$ cat config.mk
export PLATFORM = sky130hd
export DESIGN_NAME = spaced_site_max_profit_dp
export DESIGN_NICKNAME = d
export VERILOG_FILES = /design/src/design/ssmp_pkg.sv /design/src/design/ssmp_site_mem.sv /design/src/design/ssmp_scan.sv /design/src/design/spaced_site_max_profit_dp.sv
export SDC_FILE = /design/constraint.sdc
export NUM_CORES = 2
export LEC_CHECK = 0
export ABC_CLOCK_PERIOD_IN_PS = 10100
export BUFFER_PORTS_ARGS = -buffer_cell sky130_fd_sc_hd__clkbuf_2
export CAP_MARGIN = 15
export CORE_ASPECT_RATIO = 1.25
export CORE_MARGIN = 3
export CORE_UTILIZATION = 30
export CTS_BUF_LIST = sky130_fd_sc_hd__clkbuf_4
export CTS_CLUSTER_DIAMETER = 200
export CTS_CLUSTER_SIZE = 14
export DETAILED_ROUTE_END_ITERATION = 8
export GPL_TIMING_DRIVEN = 0
export PLACE_DENSITY = 0.43
export SLEW_MARGIN = 20
export SYNTH_ARGS = -nofsm -noshare
export SYNTH_HDL_FRONTEND = slang
export SYNTH_MEMORY_MAX_BITS = 65536
export SYNTH_SLANG_ARGS = --single-unit
$ cat constraint.sdc
create_clock -name i_clk -period 10.1 [get_ports i_clk]
set_clock_uncertainty 0.05 [all_clocks]
set_input_delay 2.02 -clock i_clk [delete_from_list [all_inputs] [get_ports i_clk]]
set_output_delay 2.02 -clock i_clk [all_outputs]
set_load 0.005 [all_outputs]
$ cat src/design/ssmp_pkg.sv
`timescale 1ns / 1ps
// ----------------------------------------------------------------------------
// ssmp_pkg
// Shared widths, payload types and the result record of the spaced-site
// maximum-profit selector.
// ----------------------------------------------------------------------------
package ssmp_pkg;

    localparam int POS_W    = 20;
    localparam int PROFIT_W = 10;
    localparam int TOTAL_W  = 17;

    typedef logic [POS_W-1:0]    t_pos;
    typedef logic [PROFIT_W-1:0] t_profit;
    typedef logic [TOTAL_W-1:0]  t_total;

    localparam t_total TOTAL_MAX = '1;

    typedef struct packed {
        t_total max_profit;
        logic   overflow;
    } t_result;

endpackage

$ cat src/design/ssmp_site_mem.sv
`timescale 1ns / 1ps
// ----------------------------------------------------------------------------
// ssmp_site_mem
// Site store: one write port and one read port, read data registered.
// Each entry holds a site position and the best total ending at that site.
// ----------------------------------------------------------------------------
module ssmp_site_mem #(
    parameter int DEPTH = 128,
    parameter int IDX_W = 7
) (
    input  logic                 i_clk,
    input  logic                 i_we,
    input  logic [IDX_W-1:0]     i_waddr,
    input  ssmp_pkg::t_pos       i_wpos,
    input  ssmp_pkg::t_total     i_wtot,
    input  logic                 i_rd_en,
    input  logic [IDX_W-1:0]     i_rd_addr,
    output ssmp_pkg::t_pos       o_rd_pos,
    output ssmp_pkg::t_total     o_rd_tot
);
    import ssmp_pkg::*;

    t_pos   r_pos_mem [DEPTH];
    t_total r_tot_mem [DEPTH];
    t_pos   r_rd_pos;
    t_total r_rd_tot;

    always_ff @(posedge i_clk) begin
        if (i_we) begin
            r_pos_mem[i_waddr] <= i_wpos;
            r_tot_mem[i_waddr] <= i_wtot;
        end
    end

    always_ff @(posedge i_clk) begin
        if (i_rd_en) begin
            r_rd_pos <= r_pos_mem[i_rd_addr];
            r_rd_tot <= r_tot_mem[i_rd_addr];
        end
    end

    assign o_rd_pos = r_rd_pos;
    assign o_rd_tot = r_rd_tot;

endmodule

$ cat src/design/ssmp_scan.sv
`timescale 1ns / 1ps
// ----------------------------------------------------------------------------
// ssmp_scan
// Sequencer: scans the stored sites of the current set, takes the best
// qualifying total, writes the new site back and closes a set on last.
// ----------------------------------------------------------------------------
module ssmp_scan #(
    parameter int MAX_SITES = 128,
    parameter int IDX_W     = 7,
    parameter int CNT_W     = 8
) (
    input  logic                 i_clk,
    input  logic                 i_rst_n,
    input  ssmp_pkg::t_pos       i_min_gap,
    input  logic                 i_valid,
    output logic                 o_ready,
    input  ssmp_pkg::t_pos       i_pos,
    input  ssmp_pkg::t_profit    i_profit,
    input  logic                 i_last,
    output logic                 o_res_vld,
    output ssmp_pkg::t_result    o_res,
    input  logic                 i_res_take,
    output logic                 o_rd_en,
    output logic [IDX_W-1:0]     o_rd_addr,
    input  ssmp_pkg::t_pos       i_rd_pos,
    input  ssmp_pkg::t_total     i_rd_tot,
    output logic                 o_we,
    output logic [IDX_W-1:0]     o_waddr,
    output ssmp_pkg::t_pos       o_wpos,
    output ssmp_pkg::t_total     o_wtot
);
    import ssmp_pkg::*;

    localparam logic [2:0] S_IDLE  = 3'd0;
    localparam logic [2:0] S_SCAN  = 3'd1;
    localparam logic [2:0] S_DRAIN = 3'd2;
    localparam logic [2:0] S_WRITE = 3'd3;
    localparam logic [2:0] S_EMIT  = 3'd4;

    logic [2:0]        r_state, n_state;
    logic [CNT_W-1:0]  r_count;
    t_total            r_best;
    logic              r_dropped;
    logic [IDX_W-1:0]  r_rd_addr;
    logic              r_rd_vld;

    // per-item payload
    t_pos              r_pos;
    t_pos              r_thr;
    logic              r_thr_neg;
    t_profit           r_profit;
    logic              r_last;
    t_total            r_prior;

    logic              accept;
    logic              full;
    logic              last_issue;
    logic [POS_W:0]    thr;
    logic              qual;
    logic [TOTAL_W:0]  sum;
    t_total            total;

    assign accept     = i_valid && o_ready;
    assign full       = (r_count == CNT_W'(MAX_SITES));
    assign last_issue = ((CNT_W'(r_rd_addr) + CNT_W'(1)) == r_count);
    assign thr        = {1'b0, i_pos} - {1'b0, i_min_gap};

    // stored site qualifies when its position lies below new position - gap
    assign qual = r_rd_vld && !r_thr_neg && (i_rd_pos < r_thr) && (i_rd_tot > r_prior);

    assign sum   = {1'b0, r_prior} + {{(TOTAL_W + 1 - PROFIT_W){1'b0}}, r_profit};
    assign total = sum[TOTAL_W] ? TOTAL_MAX : sum[TOTAL_W-1:0];

    always_comb begin
        n_state = r_state;
        case (r_state)
            S_IDLE: begin
                if (accept) begin
                    if (full) begin
                        n_state = i_last ? S_EMIT : S_IDLE;
                    end else if (r_count == '0) begin
                        n_state = S_WRITE;
                    end else begin
                        n_state = S_SCAN;
                    end
                end
            end
            S_SCAN: begin
                if (last_issue) begin
                    n_state = S_DRAIN;
                end
            end
            S_DRAIN: n_state = S_WRITE;
            S_WRITE: n_state = r_last ? S_EMIT : S_IDLE;
            S_EMIT: begin
                if (i_res_take) begin
                    n_state = S_IDLE;
                end
            end
            default: n_state = S_IDLE;
        endcase
    end

    always_ff @(posedge i_clk) begin
        if (!i_rst_n) begin
            r_state   <= S_IDLE;
            r_count   <= '0;
            r_best    <= '0;
            r_dropped <= 1'b0;
            r_rd_addr <= '0;
            r_rd_vld  <= 1'b0;
        end else begin
            r_state  <= n_state;
            r_rd_vld <= (r_state == S_SCAN);
            case (r_state)
                S_IDLE: begin
                    r_rd_addr <= '0;
                    if (accept && full) begin
                        r_dropped <= 1'b1;
                    end
                end
                S_SCAN: r_rd_addr <= r_rd_addr + IDX_W'(1);
                S_WRITE: begin
                    r_count <= r_count + CNT_W'(1);
                    if (total > r_best) begin
                        r_best <= total;
                    end
                end
                S_EMIT: begin
                    if (i_res_take) begin
                        r_count   <= '0;
                        r_best    <= '0;
                        r_dropped <= 1'b0;
                    end
                end
                default: ;
            endcase
        end
    end

    // item payload and running maximum; no reset needed
    always_ff @(posedge i_clk) begin
        if (accept) begin
            r_pos     <= i_pos;
            r_thr     <= thr[POS_W-1:0];
            r_thr_neg <= thr[POS_W];
            r_profit  <= i_profit;
            r_last    <= i_last;
            r_prior   <= '0;
        end else if (qual) begin
            r_prior <= i_rd_tot;
        end
    end

    assign o_ready   = (r_state == S_IDLE);
    assign o_rd_en   = (r_state == S_SCAN);
    assign o_rd_addr = r_rd_addr;
    assign o_we      = (r_state == S_WRITE);
    assign o_waddr   = r_count[IDX_W-1:0];
    assign o_wpos    = r_pos;
    assign o_wtot    = total;

    assign o_res_vld        = (r_state == S_EMIT);
    assign o_res.max_profit = r_best;
    assign o_res.overflow   = r_dropped;

    a_count_bound: assert property (@(posedge i_clk) disable iff (!i_rst_n)
        r_count <= CNT_W'(MAX_SITES))
        else $error("site count above capacity");

    a_read_in_set: assert property (@(posedge i_clk) disable iff (!i_rst_n)
        o_rd_en |-> (CNT_W'(o_rd_addr) < r_count))
        else $error("scan reads beyond stored sites");

    a_write_not_full: assert property (@(posedge i_clk) disable iff (!i_rst_n)
        o_we |-> !full)
        else $error("write into a full store");

    a_drop_flag: assert property (@(posedge i_clk) disable iff (!i_rst_n)
        (accept && full) |=> r_dropped)
        else $error("dropped site did not set overflow");

    a_set_clear: assert property (@(posedge i_clk) disable iff (!i_rst_n)
        (o_res_vld && i_res_take) |=> (r_count == '0 && r_best == '0 && !r_dropped))
        else $error("set state not cleared after result");

endmodule

$ cat src/design/spaced_site_max_profit_dp.sv
`timescale 1ns / 1ps
// ----------------------------------------------------------------------------
// spaced_site_max_profit_dp
// Best total profit over sites chosen with a minimum spacing, one set of
// ascending sites per frame, one result beat per frame.
// ----------------------------------------------------------------------------
// Sites arrive on the slave stream, one beat each, and a set ends on the beat
// with tlast. Each site stored so far is read back once from the site memory
// (one read port, one entry a cycle); a drain step and the write-back of the
// new site follow before the next ready. When the set is still empty a site
// goes straight to the write-back, and when the store is full it is dropped.
// The tlast beat adds an emit state that hands the result to the output
// register once it can take it; the register holds it while the next set is
// already being accepted. Reads and the write-back of a site never overlap, so the
// memory needs no forwarding. Write min_gap only while no set is in progress.
module spaced_site_max_profit_dp #(
    parameter int MAX_SITES = 128
) (
    input  logic        i_clk,
    input  logic        i_rst_n,
    // configuration: min_gap
    input  logic        i_cfg_valid,
    output logic        o_cfg_ready,
    input  logic [19:0] i_cfg_data,
    // site stream
    input  logic        i_s_tvalid,
    output logic        o_s_tready,
    input  logic [31:0] i_s_tdata,   // [19:0] position, [29:20] profit, rest zero
    input  logic        i_s_tlast,   // last site of the set
    // result stream
    output logic        o_m_tvalid,
    input  logic        i_m_tready,
    output logic [23:0] o_m_tdata,   // [16:0] max_profit, rest zero
    output logic        o_m_tuser    // [0] overflow
);
    import ssmp_pkg::*;

    localparam int IDX_W = $clog2(MAX_SITES);
    localparam int CNT_W = $clog2(MAX_SITES + 1);

    t_pos             r_min_gap;
    logic             r_out_vld;
    t_result          r_out;

    t_result          res;
    logic             res_vld;
    logic             res_take;
    logic             rd_en;
    logic [IDX_W-1:0] rd_addr;
    t_pos             rd_pos;
    t_total           rd_tot;
    logic             we;
    logic [IDX_W-1:0] waddr;
    t_pos             wpos;
    t_total           wtot;

    // configuration register, always ready
    assign o_cfg_ready = 1'b1;

    always_ff @(posedge i_clk) begin
        if (!i_rst_n) begin
            r_min_gap <= '0;
        end else if (i_cfg_valid) begin
            r_min_gap <= i_cfg_data;
        end
    end

    // output register: load when empty or being drained this cycle
    assign res_take = !r_out_vld || i_m_tready;

    always_ff @(posedge i_clk) begin
        if (!i_rst_n) begin
            r_out_vld <= 1'b0;
        end else if (res_take) begin
            r_out_vld <= res_vld;
        end
    end

    always_ff @(posedge i_clk) begin
        if (res_take && res_vld) begin
            r_out <= res;
        end
    end

    assign o_m_tvalid = r_out_vld;
    assign o_m_tdata  = {{(24 - TOTAL_W){1'b0}}, r_out.max_profit};
    assign o_m_tuser  = r_out.overflow;

    ssmp_scan #(
        .MAX_SITES (MAX_SITES),
        .IDX_W     (IDX_W),
        .CNT_W     (CNT_W)
    ) u_scan (
        .i_clk      (i_clk),
        .i_rst_n    (i_rst_n),
        .i_min_gap  (r_min_gap),
        .i_valid    (i_s_tvalid),
        .o_ready    (o_s_tready),
        .i_pos      (i_s_tdata[POS_W-1:0]),
        .i_profit   (i_s_tdata[POS_W+PROFIT_W-1:POS_W]),
        .i_last     (i_s_tlast),
        .o_res_vld  (res_vld),
        .o_res      (res),
        .i_res_take (res_take),
        .o_rd_en    (rd_en),
        .o_rd_addr  (rd_addr),
        .i_rd_pos   (rd_pos),
        .i_rd_tot   (rd_tot),
        .o_we       (we),
        .o_waddr    (waddr),
        .o_wpos     (wpos),
        .o_wtot     (wtot)
    );

    ssmp_site_mem #(
        .DEPTH (MAX_SITES),
        .IDX_W (IDX_W)
    ) u_mem (
        .i_clk     (i_clk),
        .i_we      (we),
        .i_waddr   (waddr),
        .i_wpos    (wpos),
        .i_wtot    (wtot),
        .i_rd_en   (rd_en),
        .i_rd_addr (rd_addr),
        .o_rd_pos  (rd_pos),
        .o_rd_tot  (rd_tot)
    );

endmodule

Yosys cells after proc, flatten, opt, wreduce, memory -nomap -nowiden --
Memory sizes are Yosys's and may differ from the RTL's. A register that Yosys moved wholly into a read port is not among the register bits. Cells that the tools add are included.
Word-level totals: input port bits 58, memories 2, RAM bits 4736, logic and storage cells 75, bits in registers 145, output and inout port bits 28
Cells by class: order comparisons 3, equal/unequal tests 11, add/sub/neg operators 5, muxes and demuxes 20, reductions and logical operators 18
Memory list:
- u_mem.r_pos_mem | depth 128, width 20, read ports 1, clocked after memory_dff 1, wr ports 1, line ssmp_site_mem.sv:23 | t_pos r_pos_mem [DEPTH];
- u_mem.r_tot_mem | depth 128, width 17, read ports 1, clocked after memory_dff 1, wr ports 1, line ssmp_site_mem.sv:24 | t_total r_tot_mem [DEPTH];
Operators with widths (number):
- $mux 17 | 3
- $gt 17x17->1 | 2
- $pmux 17 s2 | 1
- $sub 20x20->21 | 1
- $lt 20x20->1 | 1
- $add 17x10->18 | 1
- $mux 3 | 6
- $pmux 8 s2 | 1
- $pmux 3 s5 | 1
- $pmux 7 s2 | 1
- $reduce_and 3->1 | 3
- $add 7x1->8 const B | 1
- $add 8x1->8 const B | 1
- $eq 8x8->1 | 1
- $eq 8x8->1 const B | 1
- $logic_not 8->1 | 1
- $mux 8 | 1
- $add 7x1->7 const B | 1
- $eq 3x2->1 const B | 2
- $logic_and 1x1->1 | 6
- $ne 2x2->1 const B | 3
- $reduce_bool 2->1 | 3
- $mux 1 | 4
- $ne 2x1->1 const B | 2
- other kinds (8) | 9

Logic depth before layout (Yosys ltp) --
depth in word-level cells 5, mapped depth 18, mapped depth without buffers 17

By module --
A second synthesis with hierarchy kept.
Second synthesis, totals: cells, all modules 7777, area total of the unflattened synthesis 189463.0 um^2
By module, submodules not included:
- ssmp_site_mem | instances 1, area each 180907.3 um^2, sequential area each 143327.5 um^2, cells an instance 6891
- ssmp_scan | instances 1, area each 7148.1 um^2, sequential area each 2642.5 um^2, cells an instance 789
- spaced_site_max_profit_dp | instances 1, area each 1407.6 um^2, sequential area each 960.9 um^2, cells an instance 97

Least setup slack after synthesis --
No wires, ideal clock.
path type register to register, from register u_scan.r_prior[0], to register u_scan.r_best[14], path buffers 1, required time 9968 ps, path slack 1388 ps, clock period less this slack 8712 ps, data arrival time 8579 ps, cell stages (with the launch flop) 16, setup time 82 ps, path through dfxtp_1 ha_1 inv_1 fa_1 nor2b_1 o21a_1 nor3_1 o21ai_0 ha_1 nand4_1 or4_1 o211ai_1 a211oi_1 o21a_1 clkbuf_1 a22o_1
Between the ends: cells in the longest elaborated chain, start to end 5, elaborated cells between the ends (all ways) 7, those cells by class 1 x add/sub; 1 x order compare; 1 x eq/ne; 3 x mux; 1 x reduce/logical
Ends and longest elaborated chain:
- start: declaration | line ssmp_scan.sv:53 | t_total r_prior;
- start signal: assignment | line ssmp_scan.sv:151 | r_prior <= i_rd_tot;
- $add 17x10->18 | line ssmp_scan.sv:71 | assign sum = {1'b0, r_prior} + {{(TOTAL_W + 1 - PROFIT_W){1'b0}}, r_profit};
- $mux 17 | line ssmp_scan.sv:72 | assign total = sum[TOTAL_W] ? TOTAL_MAX : sum[TOTAL_W-1:0];
- named net u_mem.i_wtot[4] | line ssmp_site_mem.sv:15 | input ssmp_pkg::t_total i_wtot,
- $gt 17x17->1 | line ssmp_scan.sv:125 | if (total > r_best) begin
- $ne 2x2->1 (no source line)
- $reduce_and 3->1 (no source line)
- end signal: assignment | line ssmp_scan.sv:126 | r_best <= total;
- end: declaration | line ssmp_scan.sv:42 | t_total r_best;
The timed path passes the listed nets, and every way through them passes these cells. The select of a mux whose other input is x is not followed. A chain may end at the register's enable or synchronous reset.

==> impl_metrics.env <==
export IMPL_endpoint_kind="register"
export IMPL_status="finished clean"
export IMPL_critPathTopFamily="buffers and inverters"
export IMPL_cellPowerDensity_nw_per_um2=194
export IMPL_crit_chain="buf_2 > buf_2 > buf_2 > buf_2 > mux4_2 > mux2i_1 > o221ai_1 > a31oi_1 > o21ai_0 > and2_1"
export IMPL_final_max_slew_viol_count=0
export IMPL_grt_pass1_wl_um=828000
export IMPL_post_route_period_util_pct=66.1
export IMPL_vias_per_cell=5.15
export IMPL_wl_um=618000
export IMPL_seq_area_frac_synth_pct=77.5
export IMPL_p_leak_nw=63.0
export IMPL_vias=90300
export IMPL_fillCellCount=58300
export IMPL_hold_violations=0
export IMPL_cpPeakStageDelay_ns=1.02
export IMPL_drive_gt1_share_pct=31.7
export IMPL_dieWidth_um=717
export IMPL_min_period_ns=6.67
export IMPL_power_mw=42.0
export IMPL_ys_ff_latch=4918
export IMPL_ant_nets=0
export IMPL_grt_max_degree=73
export IMPL_critPathMaxFanout=12
export IMPL_yosys_warnings=0
export IMPL_synthMostInstantiatedCell="edfxtp_1"
export IMPL_crit_path_start_kind="register"
export IMPL_grt_setup_unrepaired="false"
export IMPL_slew_headroom_pct=8.97
export IMPL_antenna_found_initial=60
export IMPL_ys_types=62
export IMPL_critical_path_arrival_ns=8.14
export IMPL_drt_pass1_iterations=7
export IMPL_synth_common_cells="edfxtp_1 (4843), mux4_2 (1406), clkbuf_1 (247)"
export IMPL_ir_drop_uv=253
export IMPL_yosys_top_cells_area="edfxtp_1 (77%), mux4_2 (17%), mux2i_1 (1.3%)"
export IMPL_dieArea_um2=641000
export IMPL_syn_inst=8066
export IMPL_ctsLongestPathBuffers=4
export IMPL_htreeDepth=5
export IMPL_clk_pin_slew_worst_paths_ns=0.17
export IMPL_std_cell_rows=325
export IMPL_postCtsHoldBufs=0
export IMPL_cts_sinks=4918
export IMPL_cp_buffers_inverters=4
export IMPL_initial_core_util_pct=30.2
export IMPL_reg2reg_slack_ns=3.43
export IMPL_min_path_type="input port to register"
export IMPL_hold_slack_ns=0.411
export IMPL_nets=9167
export IMPL_yosysTopAreaCell="edfxtp_1"
export IMPL_hpwl_um=453000
export IMPL_place_gp_congestion=0.871
export IMPL_syn_area_per_cell_um2=23.5
export IMPL_synth_top_area_share_pct=76.7
export IMPL_setup_tns_final_ns=0
export IMPL_seq_area_um2=147000
export IMPL_cts_resized=0
export IMPL_setup_violations=0
export IMPL_dieHeight_um=895
export IMPL_netlist_area_um2=190000
export IMPL_root_buffer="clkbuf_4"
export IMPL_multi_input_area_um2=41700
export IMPL_drt_iter0_drc=10400
export IMPL_fp_coreArea_um2=628000
export IMPL_grt_usage_pct=19.0
export IMPL_clkLatencyLatePin_ns=1.75
export IMPL_max_slew_worst_pin_slew_ns=1.36
export IMPL_drc_errors=0
export IMPL_post_cts_buffers=0
export IMPL_cts_tree="done"
export IMPL_crit_type="register to register"
export IMPL_clock_fmax_ghz=0.150
export IMPL_async_reset_ff_share_pct=0
export IMPL_grt_ovfl_total=0
export IMPL_grt_pass1_vias=93400
export IMPL_worst_path_most_repeated_cell="buf_2"
export IMPL_slowest_stage="a31oi_1"
export IMPL_io_pins=86
export IMPL_area_delta_synth_final_pct=14.1
export IMPL_cts_inserted_buffers=389
export IMPL_synth_edff_count=4843
export IMPL_maxCapViolCount=0
export IMPL_timing_critical_path_required_ns=11.56
export IMPL_ys_flop_type="edfxtp_1"
export IMPL_wl_per_cell_um=35.3
export IMPL_numPortBuffers=73
-- logic make-up after synthesis --
logic type | share of synthesized area [%]
DFF | 77.5
muxes | 18.0
buffers and inverters | 1.18
AOI/OAI and AO/OA | 1.52
and+or+nand+nor | 1.03
adders and majority gates | 0.589
xor gates and xnor gates | 0.162
other | 0.00396
-- metal layers --
metal	vias to the layer above	routed length (um)	track usage [%]
li1	36300	-	-
met1	50200	244000	24.3
met2	2950	314000	33.1
met3	728	31600	2.15
met4	22	29000	7.52
met5	-	163	0
-- cell type report --
cell class	instances	share of cell area, %
flip-flops and latches	4918	68.0
multi-input cells	2625	19.3
repair buffers	558	4.97
well taps	8338	4.83
clock buffers	488	1.69
plain buffers	435	0.918
inverters	94	0.167
clock inverters	20	0.126
diodes	43	0.0498
-- where the power goes --
group	total (mW)	internal [mW]	switching, mW
clock network	8.65	2.36	6.29
logic	8.95	3.29	5.66
registers	24.4	24.2	0.211
total	42.0	29.8	12.2
-- layout by cell type (no fill, tap or decap), drive strengths merged, types with 59 or more instances in the layout --
master and count:
a21oi 59, buf 671, clkbuf 810, dfxtp 75, edfxtp 4843, ha 86, inv 102, mux2i 243
mux4 1406, nor2 171, o21ai 119
-- registers in the layout, summed over array words and instances (netlist names) --
| name | cells |
|---|---|
| o_m_tdata | 17 |
| u_mem.o_rd_pos | 20 |
| u_scan.r_dropped | 1 |
| u_scan.r_rd_vld | 1 |
| u_mem.r_pos_mem | 2560 |
| o_m_tuser | 1 |
| u_scan.o_wpos | 20 |
| u_scan.r_profit | 10 |
| r_min_gap | 20 |
| u_mem.r_tot_mem | 2176 |
| u_mem.o_rd_tot | 17 |
| u_scan.r_best | 17 |
| u_scan.r_thr | 20 |
| u_scan.r_state | 3 |
| u_scan.r_count | 8 |
| o_m_tvalid | 1 |
| u_scan.r_thr_neg | 1 |
| u_scan.o_rd_addr | 7 |
| u_scan.r_prior | 17 |
| u_scan.r_last | 1 |
-- final timing paths --
| check | to | cells after the start | start |
|---|---|---|---|
| worst max-delay path | u_mem.o_rd_pos[14] | 10 | u_scan.o_rd_addr[0] |
| worst min-delay path | u_scan.o_wpos[3] | 1 | i_s_tdata[3] |
| worst max register to register | u_mem.o_rd_pos[14] | 10 | u_scan.o_rd_addr[0] |
| worst min register to register | o_m_tdata[14] | 0 | u_scan.r_best[14] |
-- per-stage QoR --
step	area (um^2)	setup slack (ns)	utilization, %	std cells
3_3_place_gp	200000	-9.69	31.9	16500
5_1_grt	216000	3.34	34.4	17500
4_1_cts	216000	3.46	34.4	17500
2_1_floorplan	190000	1.39	-	8072
3_5_place_dp	212000	3.54	33.8	17000
6_report	216000	3.43	34.4	17500
Note: power is estimated with default switching activity, not from simulation.
